**src/rtl/go_back_n_aimd_sender_assert.svh**
```systemverilog
// assertion macros used by the go-back-n sender core
// no dependencies; taken in by `include where assertions are written
`ifndef GO_BACK_N_AIMD_SENDER_ASSERT_SVH
`define GO_BACK_N_AIMD_SENDER_ASSERT_SVH

// same-cycle implication under asynchronous active-low reset
`define GBN_ASSERT_NOW(label, clk, rst_n, ante, cons, msg) \
    label: assert property (@(posedge clk) disable iff (!rst_n) (ante) |-> (cons)) \
        else $error(msg);

// next-cycle implication under asynchronous active-low reset
`define GBN_ASSERT_NEXT(label, clk, rst_n, ante, cons, msg) \
    label: assert property (@(posedge clk) disable iff (!rst_n) (ante) |=> (cons)) \
        else $error(msg);

`endif

```
**src/rtl/gbnaimd_pkg.sv**
```systemverilog
// shared types and codes of the go-back-n aimd sender
// no dependencies; used by the register file, core and top level
package gbnaimd_pkg;

    // widths that do not vary with the module parameters
    localparam int CNT_W            = 25;  // effective block count, up to 2^BLOCK_INDEX_BITS
    localparam int LEN_W            = 17;  // last block length, up to 65536
    localparam int ADDR_W           = 5;   // seven word registers
    localparam int SHRINK_FRAC_BITS = 8;   // shrink factor is q0.8

    // command codes
    localparam logic [1:0] CMD_START = 2'd0;
    localparam logic [1:0] CMD_TICK  = 2'd1;
    localparam logic [1:0] CMD_ACK   = 2'd2;

    // ack kinds
    localparam logic [1:0] ACK_POS = 2'd0;
    localparam logic [1:0] ACK_NEG = 2'd1;

    // result kinds
    localparam logic [2:0] RK_SENT    = 3'd0;
    localparam logic [2:0] RK_NO_SEND = 3'd1;
    localparam logic [2:0] RK_ACK     = 3'd2;
    localparam logic [2:0] RK_IGNORED = 3'd3;
    localparam logic [2:0] RK_STARTED = 3'd4;

    // register indexes (byte address is four times the index)
    localparam logic [2:0] REG_FILE_SIZE      = 3'd0;
    localparam logic [2:0] REG_BLOCK_COUNT    = 3'd1;
    localparam logic [2:0] REG_INITIAL_WINDOW = 3'd2;
    localparam logic [2:0] REG_WINDOW_STEP_UP = 3'd3;
    localparam logic [2:0] REG_SHRINK_FACTOR  = 3'd4;
    localparam logic [2:0] REG_MIN_WINDOW     = 3'd5;
    localparam logic [2:0] REG_START_OFFSET   = 3'd6;

    // register reset values
    localparam logic [26:0] RST_FILE_SIZE      = 27'd1;
    localparam logic [16:0] RST_BLOCK_COUNT    = 17'd1;
    localparam logic [15:0] RST_INITIAL_WINDOW = 16'd256;
    localparam logic [15:0] RST_WINDOW_STEP_UP = 16'd256;
    localparam logic [7:0]  RST_SHRINK_FACTOR  = 8'd128;
    localparam logic [15:0] RST_MIN_WINDOW     = 16'd256;
    localparam logic [31:0] RST_START_OFFSET   = 32'd0;

    // settings handed from the register file to the core
    typedef struct packed {
        logic [CNT_W-1:0] count;          // block count clamped to 1..2^index bits
        logic [LEN_W-1:0] last_len;       // length of the last block, clamped
        logic [15:0]      initial_window;
        logic [15:0]      window_step_up;
        logic [7:0]       shrink_factor;
        logic [15:0]      min_window;
        logic [31:0]      start_offset;
    } gbnaimd_cfg_t;

endpackage

```
**src/rtl/gbnaimd_if.sv**
```systemverilog
// valid/ready channels for the request and result items of the sender
// depends on gbnaimd_pkg for nothing but keeps the field widths of the items
interface gbnaimd_item_if;
    logic        valid;
    logic        ready;
    logic [1:0]  command;
    logic [1:0]  ack_kind;
    logic [16:0] ack_number;

    modport source (output valid, command, ack_kind, ack_number, input ready);
    modport sink (input valid, command, ack_kind, ack_number, output ready);
endinterface

interface gbnaimd_result_if;
    logic        valid;
    logic        ready;
    logic [2:0]  result_kind;
    logic [15:0] block_index;
    logic [32:0] byte_offset;
    logic [10:0] block_length;
    logic [31:0] iteration_number;
    logic        awaiting_ack;
    logic        transfer_done;
    logic [15:0] window_now;

    modport source (output valid, result_kind, block_index, byte_offset, block_length,
                    iteration_number, awaiting_ack, transfer_done, window_now,
                    input ready);
    modport sink (input valid, result_kind, block_index, byte_offset, block_length,
                  iteration_number, awaiting_ack, transfer_done, window_now,
                  output ready);
endinterface

```
**src/rtl/go_back_n_aimd_sender.sv**
```systemverilog
// top level of the go-back-n sender with aimd window sizing
// depends on gbnaimd_pkg, gbnaimd_if.sv, gbnaimd_regs and gbnaimd_core
//
//  channel  | kind            | carries
//  ---------+-----------------+---------------------------------------------------
//  item     | valid/ready in  | command, ack_kind, ack_number
//  result   | valid/ready out | result_kind, block_index, byte_offset, block_length,
//           |                 | iteration_number, awaiting_ack, transfer_done, window_now
//  apb      | register port   | seven settings at byte address 4 * index
//
// one request per cycle while results are taken; each request waits in the request register
// and moves into the result register, the sender state updating at the same edge
// the state update, window multiply and offset multiply sit in the single stage between the two
// a stalled result holds the stage; the request register keeps taking requests
// until it is full as well
// rst_n clears the transfer state and loads the register defaults; no clearing pass
module go_back_n_aimd_sender #(
    parameter int BLOCK_BYTES      = 1024,
    parameter int BLOCK_INDEX_BITS = 16,
    parameter int WINDOW_FRAC_BITS = 8
) (
    input  logic                           clk,
    input  logic                           rst_n,
    input  logic                           psel,
    input  logic                           penable,
    input  logic                           pwrite,
    input  logic [gbnaimd_pkg::ADDR_W-1:0] paddr,
    input  logic [31:0]                    pwdata,
    output logic [31:0]                    prdata,
    output logic                           pready,
    gbnaimd_item_if.sink                   item,
    gbnaimd_result_if.source               result
);
    import gbnaimd_pkg::*;

    gbnaimd_cfg_t cfg;

    // the register port never waits
    assign pready = 1'b1;

    // settings
    gbnaimd_regs #(
        .BLOCK_BYTES      (BLOCK_BYTES),
        .BLOCK_INDEX_BITS (BLOCK_INDEX_BITS)
    ) u_regs (
        .clk     (clk),
        .rst_n   (rst_n),
        .psel    (psel),
        .penable (penable),
        .pwrite  (pwrite),
        .paddr   (paddr),
        .pwdata  (pwdata),
        .prdata  (prdata),
        .pready  (pready),
        .cfg     (cfg)
    );

    // sender state and result path
    gbnaimd_core #(
        .BLOCK_BYTES      (BLOCK_BYTES),
        .BLOCK_INDEX_BITS (BLOCK_INDEX_BITS),
        .WINDOW_FRAC_BITS (WINDOW_FRAC_BITS)
    ) u_core (
        .clk    (clk),
        .rst_n  (rst_n),
        .cfg    (cfg),
        .item   (item),
        .result (result)
    );

endmodule

```
**src/rtl/gbnaimd_regs.sv**
```systemverilog
// apb register file of the sender, with the derived block count and last length
// depends on gbnaimd_pkg
module gbnaimd_regs #(
    parameter int BLOCK_BYTES      = 1024,
    parameter int BLOCK_INDEX_BITS = 16
) (
    input  logic                             clk,
    input  logic                             rst_n,
    input  logic                             psel,
    input  logic                             penable,
    input  logic                             pwrite,
    input  logic [gbnaimd_pkg::ADDR_W-1:0]   paddr,
    input  logic [31:0]                      pwdata,
    output logic [31:0]                      prdata,
    input  logic                             pready,
    output gbnaimd_pkg::gbnaimd_cfg_t        cfg
);
    import gbnaimd_pkg::*;

    localparam int PW = CNT_W + 19;
    localparam logic [CNT_W-1:0] CNT_MAX = CNT_W'(1) << BLOCK_INDEX_BITS;

    logic [26:0]      file_size_reg;
    logic [16:0]      block_count_reg;
    logic [15:0]      initial_window_reg;
    logic [15:0]      window_step_up_reg;
    logic [7:0]       shrink_factor_reg;
    logic [15:0]      min_window_reg;
    logic [31:0]      start_offset_reg;
    logic [CNT_W-1:0] count_reg;
    logic [CNT_W-1:0] count_next;
    logic [LEN_W-1:0] last_len_reg;
    logic [LEN_W-1:0] last_len_next;
    logic [CNT_W-1:0] bc_ext;
    logic [PW-1:0]    span;
    logic signed [PW:0] rem;
    logic             wr_en;
    logic [2:0]       reg_idx;

    assign wr_en   = psel && penable && pwrite && pready;
    assign reg_idx = paddr[ADDR_W-1:2];

    // register writes
    always_ff @(posedge clk or negedge rst_n)
    begin
        if (!rst_n)
        begin
            file_size_reg      <= RST_FILE_SIZE;
            block_count_reg    <= RST_BLOCK_COUNT;
            initial_window_reg <= RST_INITIAL_WINDOW;
            window_step_up_reg <= RST_WINDOW_STEP_UP;
            shrink_factor_reg  <= RST_SHRINK_FACTOR;
            min_window_reg     <= RST_MIN_WINDOW;
            start_offset_reg   <= RST_START_OFFSET;
        end
        else if (wr_en)
        begin
            case (reg_idx)
                REG_FILE_SIZE:      file_size_reg      <= pwdata[26:0];
                REG_BLOCK_COUNT:    block_count_reg    <= pwdata[16:0];
                REG_INITIAL_WINDOW: initial_window_reg <= pwdata[15:0];
                REG_WINDOW_STEP_UP: window_step_up_reg <= pwdata[15:0];
                REG_SHRINK_FACTOR:  shrink_factor_reg  <= pwdata[7:0];
                REG_MIN_WINDOW:     min_window_reg     <= pwdata[15:0];
                REG_START_OFFSET:   start_offset_reg   <= pwdata;
                default:            ;
            endcase
        end
    end

    // read back
    always_comb
    begin
        case (reg_idx)
            REG_FILE_SIZE:      prdata = 32'(file_size_reg);
            REG_BLOCK_COUNT:    prdata = 32'(block_count_reg);
            REG_INITIAL_WINDOW: prdata = 32'(initial_window_reg);
            REG_WINDOW_STEP_UP: prdata = 32'(window_step_up_reg);
            REG_SHRINK_FACTOR:  prdata = 32'(shrink_factor_reg);
            REG_MIN_WINDOW:     prdata = 32'(min_window_reg);
            REG_START_OFFSET:   prdata = start_offset_reg;
            default:            prdata = '0;
        endcase
    end

    // clamp the block count and size the last block
    always_comb
    begin
        bc_ext = CNT_W'(block_count_reg);
        if (block_count_reg == '0)
            count_next = CNT_W'(1);
        else if (bc_ext > CNT_MAX)
            count_next = CNT_MAX;
        else
            count_next = bc_ext;

        span = PW'(count_next - CNT_W'(1)) * PW'(BLOCK_BYTES);
        rem  = $signed({1'b0, PW'(file_size_reg)}) - $signed({1'b0, span});
        if (rem < 0)
            last_len_next = '0;
        else if (rem > (PW+1)'(BLOCK_BYTES))
            last_len_next = LEN_W'(BLOCK_BYTES);
        else
            last_len_next = LEN_W'(rem);
    end

    // derived values are registered, so they follow a register write in the next cycle
    always_ff @(posedge clk or negedge rst_n)
    begin
        if (!rst_n)
        begin
            count_reg    <= CNT_W'(1);
            last_len_reg <= LEN_W'(1);
        end
        else
        begin
            count_reg    <= count_next;
            last_len_reg <= last_len_next;
        end
    end

    assign cfg.count          = count_reg;
    assign cfg.last_len       = last_len_reg;
    assign cfg.initial_window = initial_window_reg;
    assign cfg.window_step_up = window_step_up_reg;
    assign cfg.shrink_factor  = shrink_factor_reg;
    assign cfg.min_window     = min_window_reg;
    assign cfg.start_offset   = start_offset_reg;

endmodule

```
**src/rtl/gbnaimd_core.sv**
```systemverilog
// request register, sender state update and result register of the sender
// depends on gbnaimd_pkg, gbnaimd_if.sv and go_back_n_aimd_sender_assert.svh
`include "go_back_n_aimd_sender_assert.svh"

module gbnaimd_core #(
    parameter int BLOCK_BYTES      = 1024,
    parameter int BLOCK_INDEX_BITS = 16,
    parameter int WINDOW_FRAC_BITS = 8
) (
    input  logic                      clk,
    input  logic                      rst_n,
    input  gbnaimd_pkg::gbnaimd_cfg_t cfg,
    gbnaimd_item_if.sink              item,
    gbnaimd_result_if.source          result
);
    import gbnaimd_pkg::*;

    localparam int IW = BLOCK_INDEX_BITS;
    localparam int SW = (IW + 3 > 19) ? IW + 3 : 19;
    localparam int OW = IW + 17;

    // request register
    logic        in_vld_reg;
    logic [1:0]  cmd_reg;
    logic [1:0]  kind_reg;
    logic [16:0] num_reg;
    logic        adv;

    // sender state
    logic [IW-1:0]      next_block_reg, next_block_next;
    logic signed [17:0] last_acked_reg, last_acked_next;
    logic [15:0]        window_reg, window_next;
    logic               rep_nak_reg, rep_nak_next;
    logic               wait_reg, wait_next;
    logic [31:0]        iter_reg, iter_next;
    logic               running_reg, running_next;
    logic               done_reg, done_next;

    // result register
    logic        out_vld_reg;
    logic [2:0]  rk_reg, rk_next;
    logic [15:0] idx_reg, idx_next;
    logic [32:0] off_reg, off_next;
    logic [10:0] len_reg, len_next;
    logic [31:0] tag_reg, tag_next;

    // working values
    logic signed [SW-1:0] cnt_s, cnt1_s, la_s, nb_s, nb1_s, wb_s, d0, d1;
    logic signed [SW-1:0] ack_s, this_ack_s, tgt_s, tick_nb_s, nb_new_s, la_new_s;
    logic                 fit0, fit1, send_ok, step_on, fit_after, sent;
    logic [OW-1:0]        prod_off;
    logic [23:0]          prod_w;
    logic [15:0]          w_shr;
    logic [16:0]          w_sum;

    // a request moves on when the result register is free or being emptied
    assign adv        = in_vld_reg && (!out_vld_reg || result.ready);
    assign item.ready = !in_vld_reg || adv;

    always_ff @(posedge clk or negedge rst_n)
    begin
        if (!rst_n)
            in_vld_reg <= 1'b0;
        else if (item.ready)
            in_vld_reg <= item.valid;
    end

    always_ff @(posedge clk)
    begin
        if (item.ready && item.valid)
        begin
            cmd_reg  <= item.command;
            kind_reg <= item.ack_kind;
            num_reg  <= item.ack_number;
        end
    end

    // signed views of indices and counts
    always_comb
    begin
        cnt_s  = SW'($signed({1'b0, cfg.count[IW:0]}));
        cnt1_s = cnt_s - SW'(1);
        la_s   = SW'(last_acked_reg);
        nb_s   = SW'($signed({1'b0, next_block_reg}));
        nb1_s  = nb_s + SW'(1);
        wb_s   = SW'($signed({1'b0, window_reg >> WINDOW_FRAC_BITS}));
        ack_s  = SW'($signed({1'b0, num_reg}));
        d0     = nb_s - la_s;
        d1     = nb1_s - la_s;
        fit0   = (d0 < 0) || (d0 <= wb_s);
        fit1   = (d1 < 0) || (d1 <= wb_s);
    end

    // tick: send decision, offset and the wait check on the advanced index
    always_comb
    begin
        send_ok   = (la_s < cnt1_s) && fit0;
        step_on   = send_ok && (nb_s < cnt1_s);
        tick_nb_s = step_on ? nb1_s : nb_s;
        fit_after = step_on ? fit1 : fit0;
        prod_off  = OW'(next_block_reg) * OW'(BLOCK_BYTES);
    end

    // ack: rewind target and window arithmetic
    always_comb
    begin
        this_ack_s = (num_reg != '0) ? ack_s : la_s;
        if (this_ack_s < 0)
            tgt_s = '0;
        else if (this_ack_s > cnt1_s)
            tgt_s = cnt1_s;
        else
            tgt_s = this_ack_s;
        prod_w = 24'(window_reg) * 24'(cfg.shrink_factor);
        w_shr  = prod_w[SHRINK_FRAC_BITS +: 16];
        w_sum  = {1'b0, window_reg} + {1'b0, cfg.window_step_up};
    end

    // next state and result
    always_comb
    begin
        next_block_next = next_block_reg;
        last_acked_next = last_acked_reg;
        window_next     = window_reg;
        rep_nak_next    = rep_nak_reg;
        wait_next       = wait_reg;
        iter_next       = iter_reg;
        running_next    = running_reg;
        done_next       = done_reg;
        rk_next         = RK_IGNORED;
        idx_next        = '0;
        off_next        = '0;
        len_next        = '0;
        sent            = 1'b0;
        nb_new_s        = nb_s;
        la_new_s        = la_s;

        case (cmd_reg)
            CMD_START:
            begin
                next_block_next = '0;
                last_acked_next = -18'sd1;
                window_next     = cfg.initial_window;
                rep_nak_next    = 1'b0;
                wait_next       = 1'b0;
                iter_next       = '0;
                running_next    = 1'b1;
                done_next       = 1'b0;
                rk_next         = RK_STARTED;
            end
            CMD_TICK:
            begin
                if (running_reg && !wait_reg)
                begin
                    if (send_ok)
                    begin
                        sent     = 1'b1;
                        idx_next = 16'(next_block_reg);
                        off_next = 33'(cfg.start_offset) + 33'(prod_off);
                        len_next = (nb_s == cnt1_s) ? cfg.last_len[10:0]
                                                    : 11'(BLOCK_BYTES);
                    end
                    next_block_next = IW'(tick_nb_s);
                    if (!fit_after || ((tick_nb_s == cnt1_s) && (la_s < cnt_s)))
                        wait_next = 1'b1;
                    else
                        iter_next = iter_reg + 32'd1;
                    rk_next = sent ? RK_SENT : RK_NO_SEND;
                end
            end
            CMD_ACK:
            begin
                if (running_reg && wait_reg)
                begin
                    if (kind_reg != ACK_POS)
                    begin
                        // a negative ack right after another is swallowed
                        if (!rep_nak_reg || (kind_reg != ACK_NEG))
                        begin
                            nb_new_s        = tgt_s;
                            la_new_s        = this_ack_s;
                            next_block_next = IW'(tgt_s);
                            last_acked_next = 18'(this_ack_s);
                            window_next     = (w_shr < cfg.min_window) ? cfg.min_window
                                                                       : w_shr;
                            rep_nak_next    = (kind_reg == ACK_NEG);
                        end
                    end
                    else
                    begin
                        if (la_s <= this_ack_s)
                        begin
                            window_next     = w_sum[16] ? 16'hFFFF : w_sum[15:0];
                            last_acked_next = 18'(this_ack_s);
                            la_new_s        = this_ack_s;
                        end
                        rep_nak_next = 1'b0;
                    end
                    wait_next = 1'b0;
                    iter_next = iter_reg + 32'd1;
                    if (!((nb_new_s < cnt1_s) || (la_new_s < cnt_s)))
                    begin
                        running_next = 1'b0;
                        done_next    = 1'b1;
                    end
                    rk_next = RK_ACK;
                end
            end
            default: ;
        endcase

        tag_next = sent ? iter_reg : iter_next;
    end

    // state registers
    always_ff @(posedge clk or negedge rst_n)
    begin
        if (!rst_n)
        begin
            next_block_reg <= '0;
            last_acked_reg <= -18'sd1;
            window_reg     <= '0;
            rep_nak_reg    <= 1'b0;
            wait_reg       <= 1'b0;
            iter_reg       <= '0;
            running_reg    <= 1'b0;
            done_reg       <= 1'b0;
        end
        else if (adv)
        begin
            next_block_reg <= next_block_next;
            last_acked_reg <= last_acked_next;
            window_reg     <= window_next;
            rep_nak_reg    <= rep_nak_next;
            wait_reg       <= wait_next;
            iter_reg       <= iter_next;
            running_reg    <= running_next;
            done_reg       <= done_next;
        end
    end

    // result register
    always_ff @(posedge clk or negedge rst_n)
    begin
        if (!rst_n)
            out_vld_reg <= 1'b0;
        else if (adv)
            out_vld_reg <= 1'b1;
        else if (result.ready)
            out_vld_reg <= 1'b0;
    end

    always_ff @(posedge clk)
    begin
        if (adv)
        begin
            rk_reg  <= rk_next;
            idx_reg <= idx_next;
            off_reg <= off_next;
            len_reg <= len_next;
            tag_reg <= tag_next;
        end
    end

    assign result.valid            = out_vld_reg;
    assign result.result_kind      = rk_reg;
    assign result.block_index      = idx_reg;
    assign result.byte_offset      = off_reg;
    assign result.block_length     = len_reg;
    assign result.iteration_number = tag_reg;
    assign result.awaiting_ack     = wait_reg;
    assign result.transfer_done    = done_reg;
    assign result.window_now       = window_reg;

    // checks
    `GBN_ASSERT_NOW(a_done_not_running, clk, rst_n, done_reg, !running_reg,
        "transfer marked done while still running")
    `GBN_ASSERT_NOW(a_wait_needs_run, clk, rst_n, wait_reg, running_reg,
        "waiting for an ack outside a running transfer")
    `GBN_ASSERT_NEXT(a_adv_gives_result, clk, rst_n, adv, out_vld_reg,
        "request advanced without a result")
    `GBN_ASSERT_NEXT(a_start_clears, clk, rst_n, adv && (cmd_reg == CMD_START),
        running_reg && !wait_reg && (iter_reg == '0),
        "start did not reset the transfer state")

endmodule
```
**src/flat_wrapper.sv**
```systemverilog
// flat-port wrapper written by rule: the top's interface ports become plain ports
module go_back_n_aimd_sender_flat import gbnaimd_pkg::*;
#(
    parameter int BLOCK_BYTES      = 1024,
    parameter int BLOCK_INDEX_BITS = 16,
    parameter int WINDOW_FRAC_BITS = 8
)
  (clk, rst_n, psel, penable, pwrite, paddr, pwdata, prdata, pready, item_valid, item_command, item_ack_kind, item_ack_number, item_ready, result_valid, result_result_kind, result_block_index, result_byte_offset, result_block_length, result_iteration_number, result_awaiting_ack, result_transfer_done, result_window_now, result_ready);
  gbnaimd_item_if item_i ();
  gbnaimd_result_if result_i ();
  input  logic clk;
  input  logic rst_n;
  input  logic psel;
  input  logic penable;
  input  logic pwrite;
  input  logic [gbnaimd_pkg::ADDR_W-1:0] paddr;
  input  logic [31:0] pwdata;
  output logic [31:0] prdata;
  output logic pready;
  input wire logic [$bits(item_i.valid)-1:0] item_valid;
  input wire logic [$bits(item_i.command)-1:0] item_command;
  input wire logic [$bits(item_i.ack_kind)-1:0] item_ack_kind;
  input wire logic [$bits(item_i.ack_number)-1:0] item_ack_number;
  output wire logic [$bits(item_i.ready)-1:0] item_ready;
  output wire logic [$bits(result_i.valid)-1:0] result_valid;
  output wire logic [$bits(result_i.result_kind)-1:0] result_result_kind;
  output wire logic [$bits(result_i.block_index)-1:0] result_block_index;
  output wire logic [$bits(result_i.byte_offset)-1:0] result_byte_offset;
  output wire logic [$bits(result_i.block_length)-1:0] result_block_length;
  output wire logic [$bits(result_i.iteration_number)-1:0] result_iteration_number;
  output wire logic [$bits(result_i.awaiting_ack)-1:0] result_awaiting_ack;
  output wire logic [$bits(result_i.transfer_done)-1:0] result_transfer_done;
  output wire logic [$bits(result_i.window_now)-1:0] result_window_now;
  input wire logic [$bits(result_i.ready)-1:0] result_ready;
  assign item_i.valid = item_valid;
  assign item_i.command = item_command;
  assign item_i.ack_kind = item_ack_kind;
  assign item_i.ack_number = item_ack_number;
  assign item_ready = item_i.ready;
  assign result_valid = result_i.valid;
  assign result_result_kind = result_i.result_kind;
  assign result_block_index = result_i.block_index;
  assign result_byte_offset = result_i.byte_offset;
  assign result_block_length = result_i.block_length;
  assign result_iteration_number = result_i.iteration_number;
  assign result_awaiting_ack = result_i.awaiting_ack;
  assign result_transfer_done = result_i.transfer_done;
  assign result_window_now = result_i.window_now;
  assign result_i.ready = result_ready;
  go_back_n_aimd_sender #(.BLOCK_BYTES(BLOCK_BYTES), .BLOCK_INDEX_BITS(BLOCK_INDEX_BITS), .WINDOW_FRAC_BITS(WINDOW_FRAC_BITS)) u_core (.clk(clk), .rst_n(rst_n), .psel(psel), .penable(penable), .pwrite(pwrite), .paddr(paddr), .pwdata(pwdata), .prdata(prdata), .pready(pready), .item(item_i), .result(result_i));
endmodule
```
**config.mk**
```make
export PLATFORM = sky130hd
export DESIGN_NAME = go_back_n_aimd_sender_flat
export DESIGN_NICKNAME = d
export VERILOG_FILES = /design/src/rtl/gbnaimd_pkg.sv /design/src/rtl/gbnaimd_if.sv /design/src/rtl/go_back_n_aimd_sender.sv /design/src/rtl/gbnaimd_regs.sv /design/src/rtl/gbnaimd_core.sv /design/src/flat_wrapper.sv
export VERILOG_INCLUDE_DIRS = /design/src /design/src/rtl
export SDC_FILE = /design/constraint.sdc
export NUM_CORES = 1
export LEC_CHECK = 0
export BUFFER_PORTS_ARGS = -buffer_cell sky130_fd_sc_hd__buf_2
export CELL_PAD_IN_SITES_DETAIL_PLACEMENT = 1
export CELL_PAD_IN_SITES_GLOBAL_PLACEMENT = 2
export CORE_MARGIN = 2
export CORE_UTILIZATION = 30
export CTS_CLUSTER_DIAMETER = 150
export DETAILED_ROUTE_END_ITERATION = 8
export GPL_ROUTABILITY_DRIVEN = 0
export HOLD_SLACK_MARGIN = 0.02
export PLACE_DENSITY_LB_ADDON = 0.2
export SETUP_SLACK_MARGIN = 0.05
export SYNTH_ARGS = -nofsm -noshare
export SYNTH_HDL_FRONTEND = slang
export SYNTH_SLANG_ARGS = --single-unit
```
**constraint.sdc**
```tcl
create_clock -name clk -period 9.2 [get_ports clk]
set_clock_uncertainty 0.05 [all_clocks]
set_input_delay 1.84 -clock clk [delete_from_list [all_inputs] [get_ports clk]]
set_output_delay 1.84 -clock clk [all_outputs]
set_load 0.02 [all_outputs]
```
* Word level (Yosys, flattened, before mapping)
Cells that the tools add are included.
** Cells by class
- $add $sub $neg :: 9
- Shift operators :: 0
- Order comparisons :: 16
- Reductions and logical operators :: 43
- Bitwise gates (word level) :: 0
- Divide/modulo/power cells :: 0
- Muxes and demuxes :: 67
- Multiply operators :: 1
- Equality and inequality tests :: 20
** Operators by type and width (count)
- 2-to-1 mux 19 bit :: 12
- one-hot mux 32 bit (7 select lines) :: 1
- 2-to-1 mux 16 bit :: 10
- 2-to-1 mux 32 bit :: 4
- one-hot mux 32 bit (3 select lines) :: 1
- 2-to-1 mux 18 bit :: 4
- less-than comparator 19 x 1 -> 1 bit (second input constant) :: 3
- 2-to-1 mux 17 bit :: 3
- one-hot mux 16 bit (3 select lines) :: 1
- greater-than comparator 45 x 12 -> 1 bit (second input constant) :: 1
- less-than comparator 45 x 1 -> 1 bit (second input constant) :: 1
- subtractor 27 x 44 -> 45 bit :: 1
- <= comparator 19 x 9 -> 1 bit :: 2
- less-than comparator 19 x 18 -> 1 bit :: 2
- less-than comparator 18 bit :: 2
- one-hot mux 18 bit (2 select lines) :: 1
- subtractor 17 x 1 -> 18 bit (second input constant) :: 2
- adder 32 x 26 -> 33 bit :: 1
- 2-to-1 mux 11 bit :: 3
- adder 32 x 1 -> 32 bit (second input constant) :: 1
- one-hot mux 16 bit (2 select lines) :: 1
- multiplier 16 x 8 -> 24 bit :: 1
- 2-to-1 mux 1 bit :: 20
- greater-than comparator 19 x 18 -> 1 bit :: 1
- 36 further kinds :: 77
** Word-level totals
- Bits in writable memories :: 0
- Memory bits (read-only) :: 0
- Flip-flop bits (word level) :: 364
- Memories :: 0
- Latch bits :: 0

* Logic depth before layout (Yosys ltp)
- Word-level depth :: 14
- Gate-level depth with buffers :: 32

* Hierarchy
Synthesis repeated with hierarchy kept, for this count alone.
** Second synthesis, totals
- Cells, all modules :: 3505
- Area total of the unflattened synthesis :: 31461.4 µm²
** Modules (own cells, without submodules)
- gbnaimd_core :: area each 23057.1 µm², instances 1, cells each 2770
- gbnaimd_regs :: area each 8393.0 µm², instances 1, cells each 733
- go_back_n_aimd_sender :: area each 11.3 µm², instances 1, cells each 2

* Worst setup path after synthesis
Ideal clock, no wire load.
- Path kind :: register to register
- Start :: reg u_core.u_regs.shrink_factor_reg[7]
- End :: reg u_core.u_core.window_reg[10] (netlist: u_core.u_core.result.window_now[10])
- Period minus slack after synthesis :: 7.457 ns
- Path buffers :: 3
- Arrival :: 7.266 ns
- Path slack :: 1.743 ns
- Cell stages (with the launch flop) :: 27
- Path through :: dfstp_2 -> clkbuf_1 -> clkbuf_1 -> nand2_1 -> fa_1 -> inv_1 -> fa_1 -> fa_1 -> fa_1 -> ha_1 -> o21a_1 -> nor2_1 -> or2_2 -> o211ai_1 -> nand4_1 -> a31o_2 -> nand2b_1 -> a21oi_1 -> xnor2_1 -> ha_1 -> and4_1 -> o211ai_1 -> o31ai_1 -> clkbuf_1 -> mux2_2 -> o221ai_1 -> a31oi_1
** On the way
- Cells in the longest elaborated chain, start to end :: 7
** Ends and longest elaborated chain
- start: declaration :: line gbnaimd_regs.sv:27 : logic [7:0] shrink_factor_reg;
- start signal: assignment :: line gbnaimd_regs.sv:63 : REG_SHRINK_FACTOR: shrink_factor_reg <= pwdata[7:0];
- multiplier 16 x 8 -> 24 bit * :: line gbnaimd_core.sv:114 : prod_w = 24'(window_reg) * 24'(cfg.shrink_factor);
- less-than comparator 16 bit :: line gbnaimd_core.sv:184 : window_next = (w_shr < cfg.min_window) ? cfg.min_window
- 2-to-1 mux 16 bit * :: line gbnaimd_core.sv:184
- 2-to-1 mux 16 bit * :: line gbnaimd_core.sv:178 : if (!rep_nak_reg || (kind_reg != ACK_NEG))
- 2-to-1 mux 16 bit * :: line gbnaimd_core.sv:175 : if (kind_reg != ACK_POS)
- 2-to-1 mux 16 bit * :: line gbnaimd_core.sv:173 : if (running_reg && wait_reg)
- one-hot mux 16 bit (2 select lines) * :: line gbnaimd_core.sv:138 : case (cmd_reg)
- end signal: assignment :: line gbnaimd_core.sv:233 : window_reg <= window_next;
- end: declaration :: line gbnaimd_core.sv:32 : logic [15:0] window_reg, window_next;
Mark *: on every way between the ends. The rest lies on a longest branch, timed or not. The select of a mux whose other input is x is not followed.
A chain may end at the register's enable or synchronous reset.

* Worst setup path after layout
- Start :: reg u_core.u_regs.shrink_factor_reg[7]
- End :: reg u_core.u_core.window_reg[3] (netlist: u_core.u_core.result.window_now[3])
Same word-level chain as after synthesis.

==> out/qor.csv <==
stage;metric;value;unit
synthesis;synth warn;0;
routing;DRC viols;0;
clock_tree;Max Root-Sink Buffers;3;
setup_path;crit path DAT;8.08;ns
floorplanning;IO Count;213;
setup_path;Slowest Stage Delay on Critical Path;0.85;ns
synthesis;sequential share of the synthesized area;31.4;%
setup_path;Crit path max-delay family;adder cells;
synthesis;Synth Area in Simple Gates;16.8;%
setup_path;worst path bufs/invs;2;
synthesis;xor/xnor share of the synthesized area;3.64;%
synthesis;Synth Instances;3406;
routing;WL final;120000;µm
floorplanning;Die Area;0.106;mm²
finish;Design Area, Final;0.0352;mm²
finish;fill count;11922;
setup_path;WP data required;9.63;ns
timing;Least-Margin Pin Slew;1.20;ns
synthesis;ys flop type;dfrtp_1;
clock_tree;# Post-CTS Setup Buffers;0;
timing;fmax;0.131;GHz
clock_tree;TritonCTS clock tree;done;
routing;initial drt markers;1475;
synthesis;number of flops mapped to enable cells by yosys;116;
synthesis;post-synthesis adder-cell area fraction;17.0;%
finish;commonest non-fill, non-tap cell in the layout;ha_1;
clock_tree;CTS buffer count;48;
routing;Vias;26950;
floorplanning;die span in x;325;µm
clock_tree;CTS clk-pin slew, worst paths;0.06;ns
timing;pins over their slew limit;0;
placement;Port Buf Inserts;209;
timing;fin crit share;83.1;%
clock_tree;worst-skew pair later-pin latency;0.65;ns
floorplanning;Die H;325;µm
placement;Final HPWL DP;91100;µm
setup_path;startpoint types;register;
setup_path;crit end category;register;
global_routing;GRT Total Usage;22.4;%
timing;setup violators final;0;
outcome;status;finished clean;
timing;Setup TNS Final;0;ns
global_routing;largest net degree at the start of global routing;91;
setup_path;crit path max fanout;18;
synthesis;Post-synth ARST share;68.1;%
synthesis;largest family of logic cells by synthesized area;compound AO/OA/AOI/OAI gates;
routing;antenna viol nets, final;0;
clock_tree;CTS Sinks;364;
synthesis;Netlist cell types;99;
power_and_ir_drop;Lkg Pwr;15.5;nW
timing;Final Critical Period;7.64;ns
hold_path;HP Class;reg2reg;
clock_tree;Gates resized, CTS repair;0;
timing;endpoints failing hold;0;
power_and_ir_drop;Pwr Density;323;mW/mm²
finish;max reg flops;33;
finish;final net count;3998;
routing;via density per instance;5.42;
clock_tree;Root Buffer;clkbuf_16;
finish;fin util;34.5;%
placement;Area after DPL;0.0336;mm²
synthesis;Synth Register Bits;364;
power_and_ir_drop;Max VDD drop;201;µV
synthesis;Compound-Gate Fraction of Synth Area;19.2;%
setup_path;Worst path slowest cell;dfstp_2;
synthesis;mux cell area share after synthesis;6.52;%
floorplanning;core footprint;0.102;mm²
floorplanning;Starting Density;30.3;%
clock_tree;# hold bufs at CTS;0;
timing;Slew headroom;19.0;%
global_routing;vias in the first global route;28142;
synthesis;post-synthesis cell area;0.0309;mm²
global_routing;gr ovfl total;0;
finish;most frequent cells in the layout;ha_1, nor2_1, nand2_1, inv_1, dfrtp_1;
synthesis;Syn Nets;3838;
clock_tree;htree depth;2;
global_routing;initial antenna violation count;11;
setup_path;Crit path top cell by count;fa_1;
floorplanning;Rows;117;
flow_run;Max Cap Violations;0;
global_routing;first-pass GRT wire length;182000;µm
timing;RSZ-0062 raised after global routing;false;
setup_path;type of the worst setup path;reg2reg;
routing;TritonRoute pass-1 iters;5;
finish;share of cells above drive strength 1;16.3;%
routing;WL per Instance;24.1;µm
synthesis;Post-Syn Area per Cell;9.08;µm²
finish;synth-to-layout area growth;13.7;%
==> logic make-up after synthesis <==
family,count (synthesis)
adders and majority gates,367
DFF,364
and+or+nand+nor,1042
muxes,173
xor gates and xnor gates,127
other,1
buffers and inverters,431
AOI/OAI and AO/OA,901
==> where the power goes <==
part,switching (mW),internal [mW],total [mW]
Clock,0.804,1.03,1.84
Sequential,0.589,1.98,2.57
Combinational,4.20,2.76,6.96
==> through the flow <==
stage / std cells / hold WS (ns) / power (mW) / worst slack, ns
6_report: 4975 / 0.449 / 11.4 / 1.56
5_1_grt: 4975 / 0.457 / 12.5 / 0.858
4_1_cts: 4973 / 0.449 / 11.5 / 1.46
3_5_place_dp: 4884 / 0.425 / 9.60 / 1.49
3_3_place_gp: 4884 / 0.410 / 9.55 / 1.60
2_1_floorplan: 3406 / 0.407 / 7.26 / 1.74
==> synth_stat cells, types with 46 or more instances <==
library cell	instances	area (µm²)
ha_1	279	3490
nor2_1	274	1030
nand2_1	253	950
inv_1	252	946
dfrtp_1	222	5560
a21oi_1	214	1070
o21ai_0	198	991
clkbuf_1	150	563
mux2_2	138	1550
edfxtp_1	116	3480
and2_1	108	676
xnor2_1	96	841
fa_1	88	1760
nand3_1	81	405
a31oi_1	73	457
nor3_1	56	280
a21o_1	55	413
and3_1	46	288
==> area by class of cell <==
cell class | count | area, µm² | share of cell area [%]
Clock buffer | 61 | 1260 | 3.58
Multi-Input combinational cell | 2611 | 19600 | 55.8
Sequential cell | 364 | 9720 | 27.7
Inverter | 254 | 956 | 2.72
Tap cell | 1368 | 1710 | 4.87
Antenna cell | 2 | 5.00 | 0.0142
Clock inverter | 28 | 250 | 0.712
Timing Repair Buffer | 287 | 1640 | 4.67
==> layer usage <==
layer  share of wire (%)  routed length (µm)  global-route usage (%)  up-vias
met5               0.085                 102                       0        -
met4                 2.1                2490                    4.81       14
met3                 3.5                4200                    3.21      126
met2                  50               59500                    39.6      426
met1                  45               53500                    28.9    13702
li1                    -                   -                       -    12682
==> worst reg2reg max path: cells and delay by family (launching register included) <==
kind	cells	cell delay, ns
fa+ha+maj	6	2.76
mux	1	0.30
xor+xnor	1	0.18
compound gates	12	2.40
simple gates	5	0.66
flops	1	0.85
buf+inv	2	0.30
==> final timing paths <==
kind,depth (start not counted),slack [ns],end,start
max in group asynchronous,2,6.52,u_core.u_core.next_block_reg[12]$_DFFE_PN0P_,rst_n
max reg2reg,27,1.56,u_core.u_core.result.window_now[3]$_DFFE_PN0P_,u_core.u_regs.shrink_factor_reg[7]$_DFFE_PN1P_
min reg2reg,1,0.45,u_core.u_core.result.transfer_done$_DFFE_PN0P_,u_core.u_core.result.transfer_done$_DFFE_PN0P_
min,1,0.45,u_core.u_core.result.transfer_done$_DFFE_PN0P_,u_core.u_core.result.transfer_done$_DFFE_PN0P_
max,27,1.56,u_core.u_core.result.window_now[3]$_DFFE_PN0P_,u_core.u_regs.shrink_factor_reg[7]$_DFFE_PN1P_
min in group asynchronous,1,1.16,u_core.u_regs.last_len_reg[2]$_DFF_PN0_,rst_n
(Power assumes the default switching activity.)
